==> src/c8ie_pkg.sv <==
// ----------------------------------------------------------------------------
// c8ie_pkg
// Opcode codes, reset constants and the execute result type shared by the
// instruction execute core and its datapath.
// ----------------------------------------------------------------------------
package c8ie_pkg;

	localparam int ADDR_W = 12;
	localparam int REG_W  = 8;
	localparam int RIDX_W = 4;

	localparam logic [ADDR_W-1:0] PC_RESET = 12'h200;
	localparam logic [RIDX_W-1:0] REG_V0   = 4'h0;
	localparam logic [RIDX_W-1:0] REG_VF   = 4'hF;

	// top-level opcode nibble
	localparam logic [3:0] OP_JP      = 4'h1;
	localparam logic [3:0] OP_SE_IMM  = 4'h3;
	localparam logic [3:0] OP_SNE_IMM = 4'h4;
	localparam logic [3:0] OP_SE_REG  = 4'h5;
	localparam logic [3:0] OP_LD_IMM  = 4'h6;
	localparam logic [3:0] OP_ADD_IMM = 4'h7;
	localparam logic [3:0] OP_ALU     = 4'h8;
	localparam logic [3:0] OP_SNE_REG = 4'h9;
	localparam logic [3:0] OP_LD_I    = 4'hA;
	localparam logic [3:0] OP_JP_V0   = 4'hB;

	// 8XY sub-op nibble
	localparam logic [3:0] ALU_MOV = 4'h0;
	localparam logic [3:0] ALU_OR  = 4'h1;
	localparam logic [3:0] ALU_AND = 4'h2;
	localparam logic [3:0] ALU_XOR = 4'h3;
	localparam logic [3:0] ALU_ADD = 4'h4;
	localparam logic [3:0] ALU_SUB = 4'h5;
	localparam logic [3:0] ALU_SHR = 4'h6;
	localparam logic [3:0] ALU_RSB = 4'h7;
	localparam logic [3:0] ALU_SHL = 4'hE;

	typedef struct packed {
		logic [ADDR_W-1:0] next_pc;
		logic [ADDR_W-1:0] index_value;
		logic [RIDX_W-1:0] dest_reg;
		logic [REG_W-1:0]  dest_value;
		logic              dest_written;
		logic              flag_value;
		logic              flag_written;
		logic              skipped;
		logic              unknown_opcode;
	} exec_t;

endpackage

==> src/c8ie_ram.sv <==
// ----------------------------------------------------------------------------
// c8ie_ram
// Generic RAM: one write port, two read ports, registered read-first data.
// ----------------------------------------------------------------------------
module c8ie_ram #(
	parameter int WIDTH = 8,
	parameter int DEPTH = 16
) (
	input  logic                     clk,
	input  logic                     wr_en,
	input  logic [$clog2(DEPTH)-1:0] wr_addr,
	input  logic [WIDTH-1:0]         wr_data,
	input  logic                     rd_en,
	input  logic [$clog2(DEPTH)-1:0] rd_addr_a,
	input  logic [$clog2(DEPTH)-1:0] rd_addr_b,
	output logic [WIDTH-1:0]         rd_data_a,
	output logic [WIDTH-1:0]         rd_data_b
);

	logic [WIDTH-1:0] mem_q [DEPTH];

	always_ff @(posedge clk) begin
		if (wr_en) begin
			mem_q[wr_addr] <= wr_data;
		end
		if (rd_en) begin
			rd_data_a <= mem_q[rd_addr_a];
			rd_data_b <= mem_q[rd_addr_b];
		end
	end

endmodule

==> src/c8ie_exec.sv <==
// ----------------------------------------------------------------------------
// c8ie_exec
// Combinational decode and execute of one instruction word against the
// operand values, pc and index register.
// ----------------------------------------------------------------------------
module c8ie_exec
	import c8ie_pkg::*;
(
	input  logic [15:0]       word,
	input  logic [REG_W-1:0]  vx,
	input  logic [REG_W-1:0]  vy,
	input  logic [REG_W-1:0]  v0,
	input  logic [ADDR_W-1:0] pc,
	input  logic [ADDR_W-1:0] index_cur,
	output exec_t             res
);

	logic [3:0]        op;
	logic [3:0]        sub;
	logic [RIDX_W-1:0] x;
	logic [REG_W-1:0]  nn;
	logic [ADDR_W-1:0] nnn;
	logic [REG_W:0]    sum;
	logic [REG_W-1:0]  dv;
	logic              dw;
	logic              fw;
	logic              fv;
	logic              skip;
	logic              unk;
	logic              jump;
	logic [ADDR_W-1:0] jump_pc;
	logic [ADDR_W-1:0] idx;

	assign op  = word[15:12];
	assign x   = word[11:8];
	assign sub = word[3:0];
	assign nn  = word[7:0];
	assign nnn = word[11:0];
	assign sum = {1'b0, vx} + {1'b0, vy};

	always_comb begin
		dw      = 1'b0;
		dv      = '0;
		fw      = 1'b0;
		fv      = 1'b0;
		skip    = 1'b0;
		unk     = 1'b0;
		jump    = 1'b0;
		jump_pc = nnn;
		idx     = index_cur;
		unique case (op)
			OP_JP:      jump = 1'b1;
			OP_SE_IMM:  skip = (vx == nn);
			OP_SNE_IMM: skip = (vx != nn);
			OP_SE_REG:  skip = (vx == vy);
			OP_SNE_REG: skip = (vx != vy);
			OP_LD_IMM: begin
				dw = 1'b1;
				dv = nn;
			end
			OP_ADD_IMM: begin
				dw = 1'b1;
				dv = vx + nn;
			end
			OP_ALU: begin
				unique case (sub)
					ALU_MOV: begin dw = 1'b1; dv = vy;      end
					ALU_OR:  begin dw = 1'b1; dv = vx | vy; end
					ALU_AND: begin dw = 1'b1; dv = vx & vy; end
					ALU_XOR: begin dw = 1'b1; dv = vx ^ vy; end
					ALU_ADD: begin
						dw = 1'b1; fw = 1'b1;
						dv = sum[REG_W-1:0];
						fv = sum[REG_W];
					end
					ALU_SUB: begin
						dw = 1'b1; fw = 1'b1;
						dv = vx - vy;
						fv = (vx >= vy);
					end
					ALU_SHR: begin
						dw = 1'b1; fw = 1'b1;
						dv = {1'b0, vx[REG_W-1:1]};
						fv = vx[0];
					end
					ALU_RSB: begin
						dw = 1'b1; fw = 1'b1;
						dv = vy - vx;
						fv = (vy >= vx);
					end
					ALU_SHL: begin
						dw = 1'b1; fw = 1'b1;
						dv = {vx[REG_W-2:0], 1'b0};
						fv = vx[REG_W-1];
					end
					default: ; // unknown sub-op: pc advance only
				endcase
			end
			OP_LD_I: idx = nnn;
			OP_JP_V0: begin
				jump    = 1'b1;
				jump_pc = nnn + {{(ADDR_W-REG_W){1'b0}}, v0};
			end
			default: unk = 1'b1;
		endcase
	end

	always_comb begin
		res = '0;
		if (unk) begin
			res.next_pc = pc;
		end else if (jump) begin
			res.next_pc = jump_pc;
		end else if (skip) begin
			res.next_pc = pc + ADDR_W'(4);
		end else begin
			res.next_pc = pc + ADDR_W'(2);
		end
		res.index_value    = idx;
		res.dest_reg       = dw ? x : '0;
		res.dest_value     = dw ? dv : '0;
		res.dest_written   = dw;
		res.flag_value     = fw & fv;
		res.flag_written   = fw;
		res.skipped        = skip;
		res.unknown_opcode = unk;
	end

endmodule

==> src/chip8_instruction_execute_core.sv <==
// ----------------------------------------------------------------------------
// chip8_instruction_execute_core
// Executes one 16-bit interpreter instruction per transaction and reports
// the resulting pc, index register and register/flag writes.
//
// Usage:
//   Input channel:  instruction_word with in_valid / in_stall. One word is
//     taken per cycle while in_stall is low.
//   Output channel: one result transaction per instruction on out_valid /
//     out_stall, in instruction order.
//   Pipeline: input register, then output register. Throughput: one
//     instruction per cycle when not stalled, set by the single execute
//     stage that reads the register file and updates the state.
//   Stall: while out_stall holds a result, the instruction waiting in the
//     input register stays there and in_stall rises; no state changes.
//   Reset: pc = 0x200, index = 0, all registers read as zero (per-entry
//     valid bits), both channels empty. No clearing pass is needed.
// ----------------------------------------------------------------------------
module chip8_instruction_execute_core
	import c8ie_pkg::*;
(
	input  logic              clk,
	input  logic              arst_n,
	input  logic              in_valid,
	output logic              in_stall,
	input  logic [15:0]       instruction_word,
	output logic              out_valid,
	input  logic              out_stall,
	output logic [ADDR_W-1:0] next_pc,
	output logic [ADDR_W-1:0] index_value,
	output logic [RIDX_W-1:0] dest_reg,
	output logic [REG_W-1:0]  dest_value,
	output logic              dest_written,
	output logic              flag_value,
	output logic              flag_written,
	output logic              skipped,
	output logic              unknown_opcode
);

	localparam int NREGS = 1 << RIDX_W;

	// input stage
	logic              valid_s1;
	logic [15:0]       word_s1;
	logic              fwd_x_s1;
	logic              fwd_y_s1;
	logic [REG_W-1:0]  fwd_data_s1;
	logic              vld_x_s1;
	logic              vld_y_s1;

	// architectural state; V0 and VF also live in flops for fixed-port reads
	logic [ADDR_W-1:0] pc_q;
	logic [ADDR_W-1:0] index_q;
	logic [REG_W-1:0]  v0_q;
	logic [REG_W-1:0]  vf_q;
	logic [NREGS-1:0]  reg_vld_q;

	logic              accept_in;
	logic              advance;
	logic [RIDX_W-1:0] in_x;
	logic [RIDX_W-1:0] in_y;
	logic [RIDX_W-1:0] x_s1;
	logic [RIDX_W-1:0] y_s1;
	logic [REG_W-1:0]  ram_x;
	logic [REG_W-1:0]  ram_y;
	logic [REG_W-1:0]  vx;
	logic [REG_W-1:0]  vy;
	logic              wr_en;
	exec_t             res;

	assign advance   = valid_s1 && (!out_valid || !out_stall);
	assign in_stall  = valid_s1 && !advance;
	assign accept_in = in_valid && !in_stall;

	assign in_x = instruction_word[11:8];
	assign in_y = instruction_word[7:4];
	assign x_s1 = word_s1[11:8];
	assign y_s1 = word_s1[7:4];

	assign wr_en = advance && res.dest_written;

	// register file: read at accept, written when an instruction retires
	c8ie_ram #(
		.WIDTH (REG_W),
		.DEPTH (NREGS)
	) u_regfile (
		.clk       (clk),
		.wr_en     (wr_en),
		.wr_addr   (x_s1),
		.wr_data   (res.dest_value),
		.rd_en     (accept_in),
		.rd_addr_a (in_x),
		.rd_addr_b (in_y),
		.rd_data_a (ram_x),
		.rd_data_b (ram_y)
	);

	always_ff @(posedge clk or negedge arst_n) begin
		if (!arst_n) begin
			valid_s1 <= 1'b0;
		end else if (accept_in) begin
			valid_s1 <= 1'b1;
		end else if (advance) begin
			valid_s1 <= 1'b0;
		end
	end

	// the retiring instruction writes at the same edge the next word reads,
	// so catch that write for forwarding
	always_ff @(posedge clk) begin
		if (accept_in) begin
			word_s1     <= instruction_word;
			fwd_x_s1    <= wr_en && (x_s1 == in_x);
			fwd_y_s1    <= wr_en && (x_s1 == in_y);
			fwd_data_s1 <= res.dest_value;
			vld_x_s1    <= reg_vld_q[in_x];
			vld_y_s1    <= reg_vld_q[in_y];
		end
	end

	// operand select: fixed flops for V0/VF, else forwarded or RAM data;
	// an entry never written reads as zero
	always_comb begin
		if (x_s1 == REG_VF) begin
			vx = vf_q;
		end else if (x_s1 == REG_V0) begin
			vx = v0_q;
		end else if (fwd_x_s1) begin
			vx = fwd_data_s1;
		end else if (vld_x_s1) begin
			vx = ram_x;
		end else begin
			vx = '0;
		end
		if (y_s1 == REG_VF) begin
			vy = vf_q;
		end else if (y_s1 == REG_V0) begin
			vy = v0_q;
		end else if (fwd_y_s1) begin
			vy = fwd_data_s1;
		end else if (vld_y_s1) begin
			vy = ram_y;
		end else begin
			vy = '0;
		end
	end

	c8ie_exec u_exec (
		.word      (word_s1),
		.vx        (vx),
		.vy        (vy),
		.v0        (v0_q),
		.pc        (pc_q),
		.index_cur (index_q),
		.res       (res)
	);

	// state update on retire; a dest write to VF takes priority over the flag
	always_ff @(posedge clk or negedge arst_n) begin
		if (!arst_n) begin
			pc_q      <= PC_RESET;
			index_q   <= '0;
			v0_q      <= '0;
			vf_q      <= '0;
			reg_vld_q <= '0;
		end else if (advance) begin
			pc_q    <= res.next_pc;
			index_q <= res.index_value;
			if (res.dest_written) begin
				reg_vld_q[x_s1] <= 1'b1;
			end
			if (res.dest_written && (x_s1 == REG_V0)) begin
				v0_q <= res.dest_value;
			end
			if (res.dest_written && (x_s1 == REG_VF)) begin
				vf_q <= res.dest_value;
			end else if (res.flag_written) begin
				vf_q <= {{(REG_W-1){1'b0}}, res.flag_value};
			end
		end
	end

	// output register
	always_ff @(posedge clk or negedge arst_n) begin
		if (!arst_n) begin
			out_valid <= 1'b0;
		end else if (advance) begin
			out_valid <= 1'b1;
		end else if (!out_stall) begin
			out_valid <= 1'b0;
		end
	end

	always_ff @(posedge clk) begin
		if (advance) begin
			next_pc        <= res.next_pc;
			index_value    <= res.index_value;
			dest_reg       <= res.dest_reg;
			dest_value     <= res.dest_value;
			dest_written   <= res.dest_written;
			flag_value     <= res.flag_value;
			flag_written   <= res.flag_written;
			skipped        <= res.skipped;
			unknown_opcode <= res.unknown_opcode;
		end
	end

endmodule

==> config.mk <==
export PLATFORM = sky130hd
export DESIGN_NAME = chip8_instruction_execute_core
export DESIGN_NICKNAME = d
export VERILOG_FILES = /design/src/c8ie_pkg.sv /design/src/c8ie_ram.sv /design/src/c8ie_exec.sv /design/src/chip8_instruction_execute_core.sv
export SDC_FILE = /design/constraint.sdc
export NUM_CORES = 1
export LEC_CHECK = 0
export BUFFER_PORTS_ARGS = -buffer_cell sky130_fd_sc_hd__buf_4
export CAP_MARGIN = 20
export CELL_PAD_IN_SITES_DETAIL_PLACEMENT = 1
export CELL_PAD_IN_SITES_GLOBAL_PLACEMENT = 2
export CORE_ASPECT_RATIO = 0.7
export CORE_MARGIN = 5
export CORE_UTILIZATION = 45
export DETAILED_ROUTE_END_ITERATION = 12
export GPL_ROUTABILITY_DRIVEN = 0
export PLACE_DENSITY = 0.8
export SLEW_MARGIN = 5
export SYNTH_ARGS = -nofsm -noshare
export SYNTH_HDL_FRONTEND = slang
export SYNTH_HIERARCHICAL = 1
export SYNTH_SLANG_ARGS = --single-unit
export TNS_END_PERCENT = 50
==> constraint.sdc <==
create_clock -name clk -period 6.82 [get_ports clk]
set_input_delay 0.682 -clock clk [delete_from_list [all_inputs] [get_ports clk]]
set_output_delay 0.682 -clock clk [all_outputs]
set_load 0.01 [all_outputs]
After elaboration in Yosys (flattened, before gate mapping) --
Memory sizes are Yosys's and may differ from the RTL's. A register that Yosys moved wholly into a read port is not among the register bits. Cells that the tools add are included.
Storage, ports and cells: register bits 127, RAM bits 128, bits of input ports 20, output and inout bits 43, word-level logic and storage cells 134, memories kept 1
Cells by class: add/sub/neg operators 7, order comparisons 6, equality and inequality tests 27, multiplexer cells 39, bitwise operators 5, reduce and logical (&&, ||, !) cells 27
Memories:
- u_regfile.mem_q | words 16, width 8, rd ports 2, clocked after memory_dff 2, write ports 1, line c8ie_ram.sv:20 | logic [WIDTH-1:0] mem_q [DEPTH];
Operators by type and width (number):
- $mux W8 | 11
- $pmux W8 S9 | 1
- $mux W12 | 5
- $eq A4 B3 Y1 const B | 8
- $eq A4 B4 Y1 const B | 7
- $pmux W8 S3 | 1
- $eq A8 B8 Y1 | 2
- $ge A8 B8 Y1 | 2
- $ne A8 B8 Y1 | 2
- $or A16 B16 Y16 | 1
- $sub A8 B8 Y8 | 2
- $lt A4 B5 Y1 const B | 3
- $mux W1 | 15
- $add A12 B2 Y12 const B | 1
- $add A12 B3 Y12 const B | 1
- $add A12 B8 Y12 | 1
- $eq A4 B2 Y1 const B | 3
- $logic_not A4 Y1 | 3
- $reduce_or A10 Y1 | 1
- $add A8 B8 Y9 | 1
- $logic_and A1 B1 Y1 | 9
- $reduce_or A9 Y1 | 1
- $add A8 B8 Y8 | 1
- $and A8 B8 Y8 | 1
- other kinds (18) | 28

Depth between registers and ports, before layout --
depth after elaboration 10, gate-level depth with buffers 19, gate-level depth less buffers 16

Modules after synthesis --
Netlist, hierarchy kept.
Modules (own cells, without submodules):
- c8ie_ram | times used 1, cells an instance 307, area each 6505.0 sq um, seq. area each 4324.1 sq um
- chip8_instruction_execute_core | times used 1, cells an instance 329, area each 5168.7 sq um, seq. area each 3524.6 sq um
- c8ie_exec | times used 1, cells an instance 505, area each 3550.9 sq um, seq. area each 0.0 sq um

Worst setup path before layout --
Ideal clock, no wire load.
path kind register to register, start point register word_s1[9], end point register v0_q[5], arrival time 4.981 ns, data required time 6.749 ns, slack 1.768 ns, stages on the path, launching flop included 16, clock period less this slack 5.052 ns, path through edfxtp_1 > buf_6 > nor4_4 > buf_6 > a21oi_1 > o21ai_0 > inv_1 > ha_1 > o21ba_2 > nor4_1 > nor3_1 > o22a_1 > a21oi_1 > a211oi_1 > o21ai_0 > mux2_2
RTL lines:
- start: declaration | line chip8_instruction_execute_core.sv:44 | logic [15:0] word_s1;
- start signal: assignment | line chip8_instruction_execute_core.sv:112 | word_s1 <= instruction_word;
- end signal: assignment | line chip8_instruction_execute_core.sv:173 | v0_q <= res.dest_value;
- end: declaration | line chip8_instruction_execute_core.sv:54 | logic [REG_W-1:0] v0_q;

==> results by group <==
Final layout
  – Fill count: 3313
  – Biggest regs: u_regfile/mem_q: 128 flops, reg_vld_q: 16 flops, word_s1: 16 flops
  – Largest register by flop count: u_regfile/mem_q
  – Share of cells above drive strength 1: 21.2%
  – Area grow syn2layout: 11.6%
  – Fin util: 50.9%
  – Number of inserted diodes: 0
  – Final nets: 1265
  – Max FFs per register: approximately 130
  – Final non-filler cell total: 1646

Clock tree
  – Clock Path Buffers: 3
  – Cts bufs inserted: 28
  – Clk_lat worst skew: 0.56 ns
  – Hold_buf cts: 0
  – Post-CTS setup repair buffer count: 0
  – CTS clk-pin slew, worst paths: approximately 0.06 ns
  – CTS tree: done
  – Htree depth: 1
  – CTS root buf: clkbuf_16
  – CTS resizes: 0
  – CTS Sinks: 271

Placement
  – HPWL Detailed: between 30000 and 40000 microns
  – Dpl cells: between 1500 and 2000
  – Count of input and output buffers: just over 60

Power
  – PwrDens: 275 mW/mm^2
  – Tot Pwr: ~0.0047 W
  – LEAKAGE: between 6 and 7 nW
  – VDD IR max: 0.183 mV

Worst setup path
  – WS Path Type: reg -> reg
  – Crit end category: flop
  – Worst-path cell chain: nor4_4, buf_4, a221oi_1, o31ai_1, inv_1, ha_1, fa_1, o21bai_1, a21oi_1, o31ai_1, mux2i_1, nor2_1, a211oi_1, o21ai_1, buf_4, mux2_2
  – Max Fanout on Critical Path: 21
  – Arrival time at the worst endpoint: 5.62 ns
  – Worst r2r path cells: 16
  – CP Data Required Time: 7.25 ns
  – Critical path's slowest cell: o31ai_1
  – CP startpoint: word_s1[9]$_DFFE_PP_
  – Worst R2R Start: word_s1[9]$_DFFE_PP_
  – Critical Path Stages: 16
  – Delay-heaviest family, CP: compound AO/OA/AOI/OAI gates
  – Buf+Inv Stages, Crit Path: 3
  – CP max stage delay: ~0.75 ns
  – Startpoint Class: flop

Yosys
  – EDFF count, synth: ~210
  – Top FF cell, synth: edfxtp_1
  – Fraction of registers with async set/reset: 21.4%
  – Most frequent cell after synthesis: edfxtp_1
  – Post-synthesis average cell area: about 13 sq um
  – Cell taking the most area after synthesis: edfxtp_1
  – Seq/Total Area, Yosys: 51.6%
  – Syn_nets: between 1000 and 1500
  – Dominant cells by area after synthesis: edfxtp_1 (42%), dfrtp_1 (9.4%), mux4_2 (6.4%), mux4_1 (5.0%), ha_1 (4.2%)
  – Cells after Synth: between 1000 and 1500
  – Synth top area share: roughly 42%
  – Post-Syn Area: 0.0152 sq mm
  – Synthesized flop and latch total: ~270
  – Synth warn: 6
  – Post-synth top cells: edfxtp_1 (213), nand2_1 (71), dfrtp_1 (57), nor2_1 (54), ha_1 (51)
  – Synth cell types: 88

Global routing
  – Wire length of the first global-routing pass: 68600 microns
  – Initial antenna violation count: 1
  – GR Util All Layers: 24.0%
  – Pin count of the biggest net entering global routing: 68
  – Number of global-route vias before repair: 10711
  – Grt ovf: 0

Timing
  – Crit path time final: 5.18 ns
  – Count of pins over their slew limit: 0
  – RSZ-0062 raised after global routing: false
  – Worst-Margin Slew: 1.16 ns
  – FMAX: between 0.15 and 0.2 GHz
  – Setup TNS Final: 0 ns
  – Slew HR: 22.5%
  – Final setup vio count: 0
  – Final Hold Vio Count: 0
  – Period utilization: 76.0%
  – Worst Clk Skew: 0.0151 ns

Min path
  – Hold Crit Class: in -> async

Floorplan
  – Die Width: 230 microns
  – Die Ht: between 150 and 200 microns
  – Starting Density: between 40% and 50%
  – Row Count: 56
  – DIE AREA: 0.0377 sq mm
  – Total core area: 0.0334 sq mm
  – # IOs: between 60 and 70

Routing
  – Drt pass-1 iters: 5
  – Routed Antenna Nets: 0
  – Post-DR wirelength/cell: 27.7 microns
  – Overall routed net length: 45700 microns
  – DRC violations left: 0
  – DR vias: 10586
  – Via density: between 6 and 7
  – Initial DRC Count: ~970

Status
  – Run status: finished clean

Flow run
  – Max Cap Viol: 0
## path summary, 6_finish.rpt
| path | endpoint | slack, ns |
|---|---|---|
| hold / removal | vf_q[2]$_DFFE_PN0P_ | 0.19 |
| hold reg to reg | index_q[0]$_DFFE_PN0P_ | 0.50 |
| max in group asynchronous | reg_vld_q[6]$_DFFE_PN0P_ | 5.96 |
| setup reg to reg | v0_q[6]$_DFFE_PN0P_ | 1.64 |
| setup / recovery | v0_q[6]$_DFFE_PN0P_ | 1.64 |
| min in group clk | word_s1[14]$_DFFE_PP_ | 0.31 |
## logic make-up after synthesis
| family | synth area share (%) |
|---|---|
| flip-flops | 51.6 |
| XOR/XNOR | 1.55 |
| AND/OR/NAND/NOR | 9.16 |
| multiplexers | 16.2 |
| buffers and inverters | 3.84 |
| AO/OA/AOI/OAI | 12.8 |
| adder cells (fa/ha/maj) | 4.85 |
## cells in the final DEF, fill, tap and decap left out, types with 9 or more instances in the layout
cell / n
edfxtp_1: 213
buf_4: 85
nand2_1: 71
dfrtp_1: 57
nor2_1: 54
ha_1: 51
mux2_2: 46
mux4_2: 43
a21oi_1: 40
a22oi_1: 39
inv_1: 38
o21ai_0: 36
nor2b_1: 29
mux4_1: 29
clkbuf_16: 29
xnor2_1: 20
nor3_1: 20
o21bai_1: 19
a221oi_1: 17
o31ai_1: 17
nand3_1: 17
nand2b_1: 15
mux2i_1: 14
a211oi_1: 11
nand3b_1: 9
and2_1: 9
a21o_1: 9
## layer usage
layer	part of all wire, %	vias up	track usage (%)
met3	7.3	43	3.59
met2	44	373	36.0
met5	0	-	0
li1	-	4590	-
met4	1.4	0	3.80
met1	48	5580	37.8
## worst reg2reg max path, stage by stage, from the launching register on
cell and delay, ns:
edfxtp_1 0.71, nor4_4 0.37, buf_4 0.27, a221oi_1 0.09, o31ai_1 0.75, inv_1 0.23, ha_1 0.30, fa_1 0.46
o21bai_1 0.15, a21oi_1 0.17, o31ai_1 0.32, mux2i_1 0.28, nor2_1 0.08, a211oi_1 0.29, o21ai_1 0.10, buf_4 0.23
mux2_2 0.29
## per-stage QoR
stage | hold WS, ns | cell area (sq um) | worst slack (ns)
after CTS | 0.263 | 17000 | 1.73
after floorplan | 0.386 | 15200 | 1.77
after global placement | 0.468 | 16000 | 1.83
final | 0.194 | 17000 | 1.64
after detailed placement | 0.484 | 16000 | 1.77
after global routing | 0.259 | 17000 | 1.44
## power by group
| group | switching [W] | internal (W) |
|---|---|---|
| clock | 0.000634 | 0.000940 |
| sequential | 0.000142 | 0.00198 |
| combinational | 0.000537 | 0.000436 |
| total | 0.00131 | 0.00335 |
## layout make-up
| type | count | area (sq um) | share of cell area [%] |
|---|---|---|---|
| tap | 435 | 544 | 3.20 |
| timing repair buffer | 86 | 658 | 3.87 |
| sequential | 271 | 7850 | 46.2 |
| clock inverter | 9 | 98.8 | 0.582 |
| inverter | 41 | 156 | 0.920 |
| clock buffer | 43 | 858 | 5.05 |
| multi-input combinational | 761 | 6830 | 40.2 |
No activity file was read; power rests on OpenSTA's default activity.
